[src/sv/sic_pkg.sv]
// Shared types and constants of the segment intersection classifier.
`default_nettype none

package sic_pkg;

  // Coordinate and point formats.
  localparam int COORD_BITS = 16;
  localparam int FRAC_BITS  = 8;
  localparam int POINT_BITS = 24;
  localparam int LIMIT_BITS = 33;

  // Derived datapath widths.
  localparam int DIFF_BITS = COORD_BITS + 1;
  localparam int PROD_BITS = 2 * DIFF_BITS;
  localparam int SUM_BITS  = PROD_BITS + 1;
  localparam int REM_BITS  = SUM_BITS + 1;
  localparam int QUO_BITS  = DIFF_BITS + FRAC_BITS;
  localparam int CMP_BITS  = (SUM_BITS > LIMIT_BITS) ? SUM_BITS : LIMIT_BITS;
  localparam int VAL_BITS  = (COORD_BITS + FRAC_BITS + 2 > POINT_BITS + 1) ?
                             COORD_BITS + FRAC_BITS + 2 : POINT_BITS + 1;
  localparam int PT_MAX_I  = 2 ** (POINT_BITS - 1) - 1;

  // Configuration register indexes.
  localparam int CFG_IDX_BITS = 1;
  localparam logic [CFG_IDX_BITS-1:0] CFG_NEAR_ZERO = 1'd0;
  localparam logic [CFG_IDX_BITS-1:0] CFG_COLLINEAR = 1'd1;

  typedef enum logic [2:0] {
    REL_PARALLEL    = 3'd0,
    REL_CROSSING    = 3'd1,
    REL_OUTSIDE     = 3'd2,
    REL_TOUCH_START = 3'd3,
    REL_TOUCH_END   = 3'd4,
    REL_OVERLAP     = 3'd5,
    REL_DISJOINT    = 3'd6
  } relation_t;

  typedef struct packed {
    logic signed [COORD_BITS-1:0] a_start_x;
    logic signed [COORD_BITS-1:0] a_start_y;
    logic signed [COORD_BITS-1:0] a_end_x;
    logic signed [COORD_BITS-1:0] a_end_y;
    logic signed [COORD_BITS-1:0] b_start_x;
    logic signed [COORD_BITS-1:0] b_start_y;
    logic signed [COORD_BITS-1:0] b_end_x;
    logic signed [COORD_BITS-1:0] b_end_y;
  } in_word_t;

  typedef struct packed {
    relation_t                    relation;
    logic                         hit;
    logic                         point_valid;
    logic signed [POINT_BITS-1:0] point_x;
    logic signed [POINT_BITS-1:0] point_y;
  } out_word_t;

  // Result flags that ride along with the division.
  typedef struct packed {
    relation_t relation;
    logic      hit;
    logic      point_valid;
  } tag_t;

  // Word carried through the division stages.
  typedef struct packed {
    tag_t                         tag;
    logic [SUM_BITS-1:0]          den;
    logic [SUM_BITS-1:0]          num;
    logic signed [COORD_BITS-1:0] base_x;
    logic signed [COORD_BITS-1:0] base_y;
    logic                         neg_x;
    logic                         neg_y;
    logic [QUO_BITS-1:0]          m_x;
    logic [QUO_BITS-1:0]          m_y;
    logic [QUO_BITS-1:0]          q_x;
    logic [QUO_BITS-1:0]          q_y;
    logic [REM_BITS-1:0]          r_x;
    logic [REM_BITS-1:0]          r_y;
  } div_t;

endpackage

`default_nettype wire

[src/sv/sic_div_step.sv]
// One registered step of the interpolation divider, for both coordinates.
`default_nettype none

module sic_div_step (
  input  wire logic         clk,
  input  wire logic         rst_n,
  input  wire logic         en,
  input  wire logic         in_valid,
  input  wire sic_pkg::div_t in_st,
  output logic              out_valid_r,
  output sic_pkg::div_t     out_st_r
);

  sic_pkg::div_t st_nxt;

  // Adds the next multiplier bit times the numerator to the doubled
  // remainder, then takes out zero, one or two denominators.
  function automatic logic [sic_pkg::REM_BITS+sic_pkg::QUO_BITS-1:0] step(
    input logic [sic_pkg::REM_BITS-1:0] r,
    input logic [sic_pkg::QUO_BITS-1:0] q,
    input logic                         mbit,
    input logic [sic_pkg::SUM_BITS-1:0] den,
    input logic [sic_pkg::SUM_BITS-1:0] num
  );
    logic [sic_pkg::REM_BITS-1:0] t;
    logic [sic_pkg::REM_BITS-1:0] d1;
    logic [sic_pkg::REM_BITS-1:0] d2;
    logic [sic_pkg::REM_BITS-1:0] rn;
    logic [1:0]                   k;
    logic [sic_pkg::QUO_BITS-1:0] qn;
    t  = {r[sic_pkg::REM_BITS-2:0], 1'b0} +
         (mbit ? sic_pkg::REM_BITS'(num) : '0);
    d1 = sic_pkg::REM_BITS'(den);
    d2 = {den, 1'b0};
    if (t >= d2) begin
      rn = t - d2;
      k  = 2'd2;
    end else if (t >= d1) begin
      rn = t - d1;
      k  = 2'd1;
    end else begin
      rn = t;
      k  = 2'd0;
    end
    qn = {q[sic_pkg::QUO_BITS-2:0], 1'b0} + sic_pkg::QUO_BITS'(k);
    return {rn, qn};
  endfunction

  // Next word of this step.
  always_comb begin
    st_nxt = in_st;
    {st_nxt.r_x, st_nxt.q_x} = step(in_st.r_x, in_st.q_x,
                                    in_st.m_x[sic_pkg::QUO_BITS-1], in_st.den, in_st.num);
    {st_nxt.r_y, st_nxt.q_y} = step(in_st.r_y, in_st.q_y,
                                    in_st.m_y[sic_pkg::QUO_BITS-1], in_st.den, in_st.num);
    st_nxt.m_x = in_st.m_x << 1;
    st_nxt.m_y = in_st.m_y << 1;
  end

  // Valid bit of the step.
  always_ff @(posedge clk) begin
    if (!rst_n) begin
      out_valid_r <= 1'b0;
    end else if (en) begin
      out_valid_r <= in_valid;
    end
  end

  // Data of the step.
  always_ff @(posedge clk) begin
    if (en) begin
      out_st_r <= st_nxt;
    end
  end

endmodule

`default_nettype wire

[config.mk]
export PLATFORM = sky130hd
export DESIGN_NAME = sic_div_step
export DESIGN_NICKNAME = d
export VERILOG_FILES = /design/src/sv/sic_pkg.sv /design/src/sv/sic_div_step.sv
export SDC_FILE = /design/constraint.sdc
export NUM_CORES = 1
export LEC_CHECK = 0
export ABC_CLOCK_PERIOD_IN_PS = 18800
export BUFFER_PORTS_ARGS = -buffer_cell sky130_fd_sc_hd__buf_4
export CELL_PAD_IN_SITES_DETAIL_PLACEMENT = 1
export CELL_PAD_IN_SITES_GLOBAL_PLACEMENT = 1
export CORE_MARGIN = 4
export CORE_UTILIZATION = 40
export CTS_BUF_LIST = sky130_fd_sc_hd__clkbuf_16
export CTS_CLUSTER_SIZE = 24
export DETAILED_ROUTE_END_ITERATION = 10
export PLACE_DENSITY = 0.79
export SYNTH_ARGS = -nofsm -noshare
export SYNTH_HDL_FRONTEND = slang
export SYNTH_SLANG_ARGS = --single-unit
export TNS_END_PERCENT = 100
[constraint.sdc]
create_clock -name clk -period 18.8 [get_ports clk]
set_input_delay 1.88 -clock clk [delete_from_list [all_inputs] [get_ports clk]]
set_output_delay 1.88 -clock clk [all_outputs]
set_load 0.005 [all_outputs]
==> qor.txt, run 1 <==
Status = complete, no violations
Largest net degree at the start of global routing = 78
Gr usage total = 0.282
Internal power = 1700 µW
HP Class = register to register
Fillers = 6233
CP peak stage delay = 610 ps
Setup WS post-layout = 9670 ps
Crit path max fanout = 35
Placer Congestion = 0.946
NumNets Final = 3328
I/O Buffers = 560
Part of the power in registers = 0.310
Post-route ant nets = 0
Cell count after placement = 3486
Critical path capture point type = register
Clock root buffer = clkbuf_16
Maxcap violations = 0
Mapped Cells = 2282
Total Power = 2750 µW
Fmax = 0.110 GHz
Core area = 54200 µm²
# Post-CTS Setup Buffers = 0
Syn avg cell area = 9.66 µm²
Initial DRC count = 1052
Most frequent cell on the critical path = ha_1
Reg2Reg Depth = 2
Reg-to-reg startpoint = out_valid_r
Htree depth = 1
Via density = 5.77
Startpoint Class = input pin
R2R Path End = out_valid_r
Die Span Y = 243 µm
First-pass GRT wire length = 130000 µm
Hold WS = 610 ps
DPL Wire Length = 72000 µm
Die area = 58900 µm²
Pwr/cell area = 98.4 nW/µm²
Worst VDD drop = 79.2 µV
Reg clk slew, reported paths = 60 ps
CTS tree = yes
Leak = 0.0124 µW
Least-Margin Pin Slew = 1070 ps
Final hold violations = 0
Switching power = 1050 µW
Row count = 85
Longest Clk Path Bufs = 3
Share of post-route cells with drive strength above 1 = 0.224
Starting Density = 0.406
Area growth from synthesis to final layout = 26.6%
Max-slew violations = 0
Crit-path slowest cell = inv_1
Skew-Pair Late Insertion Delay = 590 ps
Worst hold path endpoint = out_valid_r
Synth Register Bits = 280
Setup-failing EPs final = 0
Final worst-path cycle share = 0.485
CP required = 19150 ps
Number of flops mapped to enable cells by yosys = 279
Fin cells = 3549
Place WS = 9080 ps
Clock power share = 0.209
Vias = 20.5k
Min-delay src = out_valid_r
Post-synth ARST share = 0
Max-slew headroom = 0.285
RSZ-0062 raised after global routing = no
Crit path DAT = 9470 ps
Dominant synthesized flop cell = edfxtp_1
Syn Std Cell Area = 22000 µm²
Crit path time final = 9130 ps
Num CTS Buffers = 31
Post-CTS resize count = 0
TNS Setup = 0 ps
Comb pwr share = 0.481
Die Wd = 243 µm
Seq/Total Area, Yosys = 0.381
CTS Sinks = 280
Vias in the first global route = 21.1k
Initial antenna violation count = 4
Gr ovfl total = 0
Worst hold path cell count = 2
Drt wl/cell = 24.6 µm
Reg2reg setup slack = 18090 ps
Cts hold-fix bufs = 0
Final WL = 87200 µm
Crit path kind = input pin to register
Yosys warns = 0
Cell variety after synth = 83
Drt drc = 0
Switching share of power = 0.381
Clock Skews = 0 ps
DR pass1 iterations = 5
IO Count = 567
[routing by layer]
layer	up-vias	wire length, µm	global-route usage	share of wire
met2	597	43400	0.505	0.50
met1	10100	35500	0.343	0.41
met3	116	4780	0.0454	0.055
met4	0	3450	0.0962	0.040
met5	-	0	0	0
li1	9641	-	-	-
[flip-flops by register name, indices dropped and copies added, names as in the netlist]
name and flops:
out_st_r 279, out_valid_r 1
[synthesized netlist by cell type (all sizes together) (8+ instances only)]
library cell | count | share of area
edfxtp | 279 | 0.38
ha | 214 | 0.12
a21oi | 203 | 0.046
nand2 | 172 | 0.029
xnor2 | 152 | 0.061
nor2 | 145 | 0.025
o21ai | 108 | 0.025
inv | 107 | 0.018
a21o | 82 | 0.028
nand3 | 76 | 0.017
and2 | 75 | 0.021
xor2 | 65 | 0.026
mux2i | 52 | 0.024
nor3 | 44 | 0.010
clkbuf | 42 | 0.0072
o21a | 40 | 0.014
a31oi | 39 | 0.012
nand4 | 35 | 0.0099
and3 | 33 | 0.0094
o21bai | 30 | 0.010
o211ai | 24 | 0.0082
a211oi | 21 | 0.0072
buf | 20 | 0.0049
a211o | 17 | 0.0068
nor2b | 15 | 0.0043
and4 | 14 | 0.0056
or3 | 14 | 0.0040
nand2b | 13 | 0.0037
o31a | 11 | 0.0044
nor4 | 10 | 0.0028
or2 | 10 | 0.0028
o22ai | 9 | 0.0026
o31ai | 8 | 0.0027
[area by class of cell]
class	count	area, µm²	area share
Sequential cell	280	8400	0.301
Clock buffer	31	776	0.0278
Clock inverter	27	165	0.00592
Timing Repair Buffer	569	4280	0.153
Antenna cell	5	12.5	0.000448
Multi-Input combinational cell	1834	13000	0.466
Tap cell	696	871	0.0312
Inverter	107	402	0.0144
[worst max-delay path, delay by kind of cell]
kind	cells	cell delay, ps
compound gates	11	2650
xor+xnor	2	360
fa+ha+maj	5	1730
buf+inv	2	820
simple gates	8	1970
[worst max-delay path by stage]
stage          cells past startpoint            to  startpoint  slack [ps]
6_report                          28  out_st_r[91]  in_st[146]        9670
5_1_grt                           28  out_st_r[93]  in_st[146]        9090
2_1_floorplan                     29  out_st_r[89]  in_st[146]       11030
4_1_cts                           28  out_st_r[91]  in_st[146]        9670
3_3_place_gp                      28  out_st_r[95]  in_st[146]        9220
3_5_place_dp                      28  out_st_r[91]  in_st[146]        9080
[kinds of logic after synthesis]
family                     Yosys count  share of synthesized area
other                                1                   0.000170
AOI/OAI and AO/OA                  666                      0.198
buffers and inverters              169                     0.0303
DFF                                280                      0.381
xor gates and xnor gates           217                     0.0865
adders and majority gates          220                      0.127
and+or+nand+nor                    676                      0.153
muxes                               53                     0.0241
[through the flow]
step / utilization / instance area [µm²]
3_5_place_dp: 0.497 / 27000
5_1_grt: 0.515 / 27900
3_3_place_gp: 0.497 / 27000
6_report: 0.515 / 27900
2_1_floorplan: - / 22000
4_1_cts: 0.514 / 27900
[cells in the final DEF, fill, tap and decap left out, drive strengths merged, types with 65 or more instances in the layout]
cell type / count
buf: 569
a21oi: 203
edfxtp: 279
and2: 75
o21ai: 108
xnor2: 152
nand2: 172
a21o: 82
nand3: 76
nor2: 145
inv: 120
ha: 214
xor2: 65
[power by group through the flow]
stage	logic, µW	clock network, µW	registers (µW)
2_1_floorplan	793	0	872
3_3_place_gp	1280	0	862
3_5_place_dp	1310	0	864
4_1_cts	1320	593	854
5_1_grt	1440	618	861
6_report	1320	574	852
Power figures use the tool's default switching activity.
==> run 2: changes to the inputs <==
--- a/config.mk
+++ b/config.mk
@@ -5,16 +5,16 @@
 export SDC_FILE = /design/constraint.sdc
 export NUM_CORES = 1
 export LEC_CHECK = 0
-export ABC_CLOCK_PERIOD_IN_PS = 18800
+export ABC_CLOCK_PERIOD_IN_PS = 7400
 export BUFFER_PORTS_ARGS = -buffer_cell sky130_fd_sc_hd__buf_4
 export CELL_PAD_IN_SITES_DETAIL_PLACEMENT = 1
 export CELL_PAD_IN_SITES_GLOBAL_PLACEMENT = 1
 export CORE_MARGIN = 4
-export CORE_UTILIZATION = 40
+export CORE_UTILIZATION = 37
 export CTS_BUF_LIST = sky130_fd_sc_hd__clkbuf_16
 export CTS_CLUSTER_SIZE = 24
 export DETAILED_ROUTE_END_ITERATION = 10
-export PLACE_DENSITY = 0.79
+export PLACE_DENSITY = 0.77
 export SYNTH_ARGS = -nofsm -noshare
 export SYNTH_HDL_FRONTEND = slang
 export SYNTH_SLANG_ARGS = --single-unit
==> constraint.sdc (replaced) <==
create_clock -name clk -period 7.4 [get_ports clk]
set_input_delay 0.74 -clock clk [delete_from_list [all_inputs] [get_ports clk]]
set_output_delay 0.74 -clock clk [all_outputs]
set_load 0.005 [all_outputs]
==> qor.txt, run 2 (synthesis results as in run 1) <==
Status = complete, no violations
Max-slew headroom = 0.339
Htree depth = 2
Most frequent cell on the critical path = ha_1
IO Count = 567
Post-route ant nets = 0
Area growth from synthesis to final layout = 29.1%
Skew-Pair Late Insertion Delay = 540 ps
Buffers and inverters on the worst path = 3
DPL Wire Length = 74500 µm
Pwr/cell area = 256 nW/µm²
RSZ-0062 raised after global routing = no
NumNets Final = 3368
Crit path kind = input pin to register
Largest registers = out_st_r x279, out_valid_r x1
Maxcap violations = 0
CTS Sinks = 280
Least-Margin Pin Slew = 991 ps
Core area = 59000 µm²
Setup WS post-layout = 524 ps
Commonest non-fill, non-tap cell in the layout = buf_4
Initial antenna violation count = 3
Fmax = 0.145 GHz
WP depth = 26
Row count = 89
Fillers = 6671
CP required = 7690 ps
Crit path from = in_st[171]
Clock root buffer = clkbuf_16
Commonest cells after routing, fill and taps aside = buf_4, edfxtp_1, ha_1
Reg2reg setup slack = 6780 ps
Initial DRC count = 958
Final worst-path cycle share = 0.929
Worst hold path cell count = 1
Final WL = 89900 µm
Largest net degree at the start of global routing = 150
Critical path capture point type = register
CTS tree = yes
Vias = 20.9k
Setup-failing EPs final = 0
Die Wd = 252 µm
Die Span Y = 252 µm
Clock Skews = 0 ps
Via density = 5.70
First-pass GRT wire length = 133000 µm
Drt wl/cell = 24.6 µm
Startpoint Class = input pin
Num CTS Buffers = 35
Die area = 63600 µm²
Biggest register = out_st_r
Vias in the first global route = 22.0k
Reg clk slew, reported paths = 60 ps
Worst VDD drop = 184 µV
Crit path time final = 6880 ps
CP endpoint = out_st_r[116]
Reg-to-reg startpoint = out_valid_r
Gr usage total = 0.269
Total Power = 7270 µW
R2R Path End = out_valid_r
Crit path max fanout = 17
Crit path DAT = 7170 ps
CP delay by family, top = simple AND/OR/NAND/NOR gates
Cts hold-fix bufs = 0
Max FFs per register = 279
Starting Density = 0.374
Place WS = 23.8 ps
TNS Setup = 0 ps
Max-slew violations = 0
Final hold violations = 0
HP Class = input pin to register
Leak = 0.0126 µW
Longest Clk Path Bufs = 3
Util after Layout = 0.482
DR pass1 iterations = 5
Placer Congestion = 0.969
Crit-path slowest cell = or4_1
I/O Buffers = 560
Reg2Reg Depth = 2
CP peak stage delay = 650 ps
Post-CTS resize count = 0
Gr ovfl total = 0
Share of post-route cells with drive strength above 1 = 0.236
Drt drc = 0
# Post-CTS Setup Buffers = 0
-- run 2: cell count changes in the layout (fill, tap and decap cells not counted), sizes merged --
cell      before  now
diode          5    2
buf          569  605
bufinv         1    2
inv          120  117
clkinv        12    9
clkinvlp       1    3
clkbuf        31   35
-- run 2: worst min path at each step --
stage / start / slack (ps) / endpoint
finish: in_st[169] / 360 / out_st_r[170]
global route: in_st[133] / 340 / out_st_r[134]
CTS: in_st[205] / 340 / out_st_r[205]
detailed placement: out_valid_r / 540 / out_valid_r
global placement: out_valid_r / 510 / out_valid_r
floorplan: out_valid_r / 510 / out_valid_r
-- run 2: metal layers --
metal | track usage | routed length [µm] | vias up
li1 | - | - | 9726
met2 | 0.483 | 44800 | 670
met4 | 0.123 | 4560 | 2
met3 | 0.0512 | 5710 | 159
met1 | 0.312 | 34800 | 10300
met5 | 0 | 14 | -
-- run 2: report_power, final --
group	leakage (µW)	internal [µW]	switching, µW
logic	0.00934	1500	1980
clock network	0.000548	931	681
registers	0.00274	2090	88.9
total	0.0126	4520	2750
-- run 2: worst reg2reg max path, cell delays in order (launching register included) --
cell,delay (ps)
dfxtp_1,310
mux2i_1,130
nor2b_1,70
-- run 2: area by class of cell --
cell class / count / area [µm²] / share of cell area
inverters: 107 / 402 / 0.0141
diodes: 2 / 5.00 / 0.000176
clock inverters: 24 / 188 / 0.00660
flip-flops and latches: 280 / 8400 / 0.295
clock buffers: 35 / 876 / 0.0308
multi-input cells: 1834 / 13000 / 0.457
well taps: 773 / 967 / 0.0340
repair buffers: 605 / 4610 / 0.162
-- run 2: metrics by stage --
stage / hold WS [ps] / instance area, µm² / cells
after detailed placement: 536 / 27400 / 3599
after CTS: 336 / 28400 / 3658
after global placement: 510 / 27400 / 3599
after floorplan: 507 / 22000 / 2283
final: 361 / 28500 / 3660
after global routing: 339 / 28500 / 3660
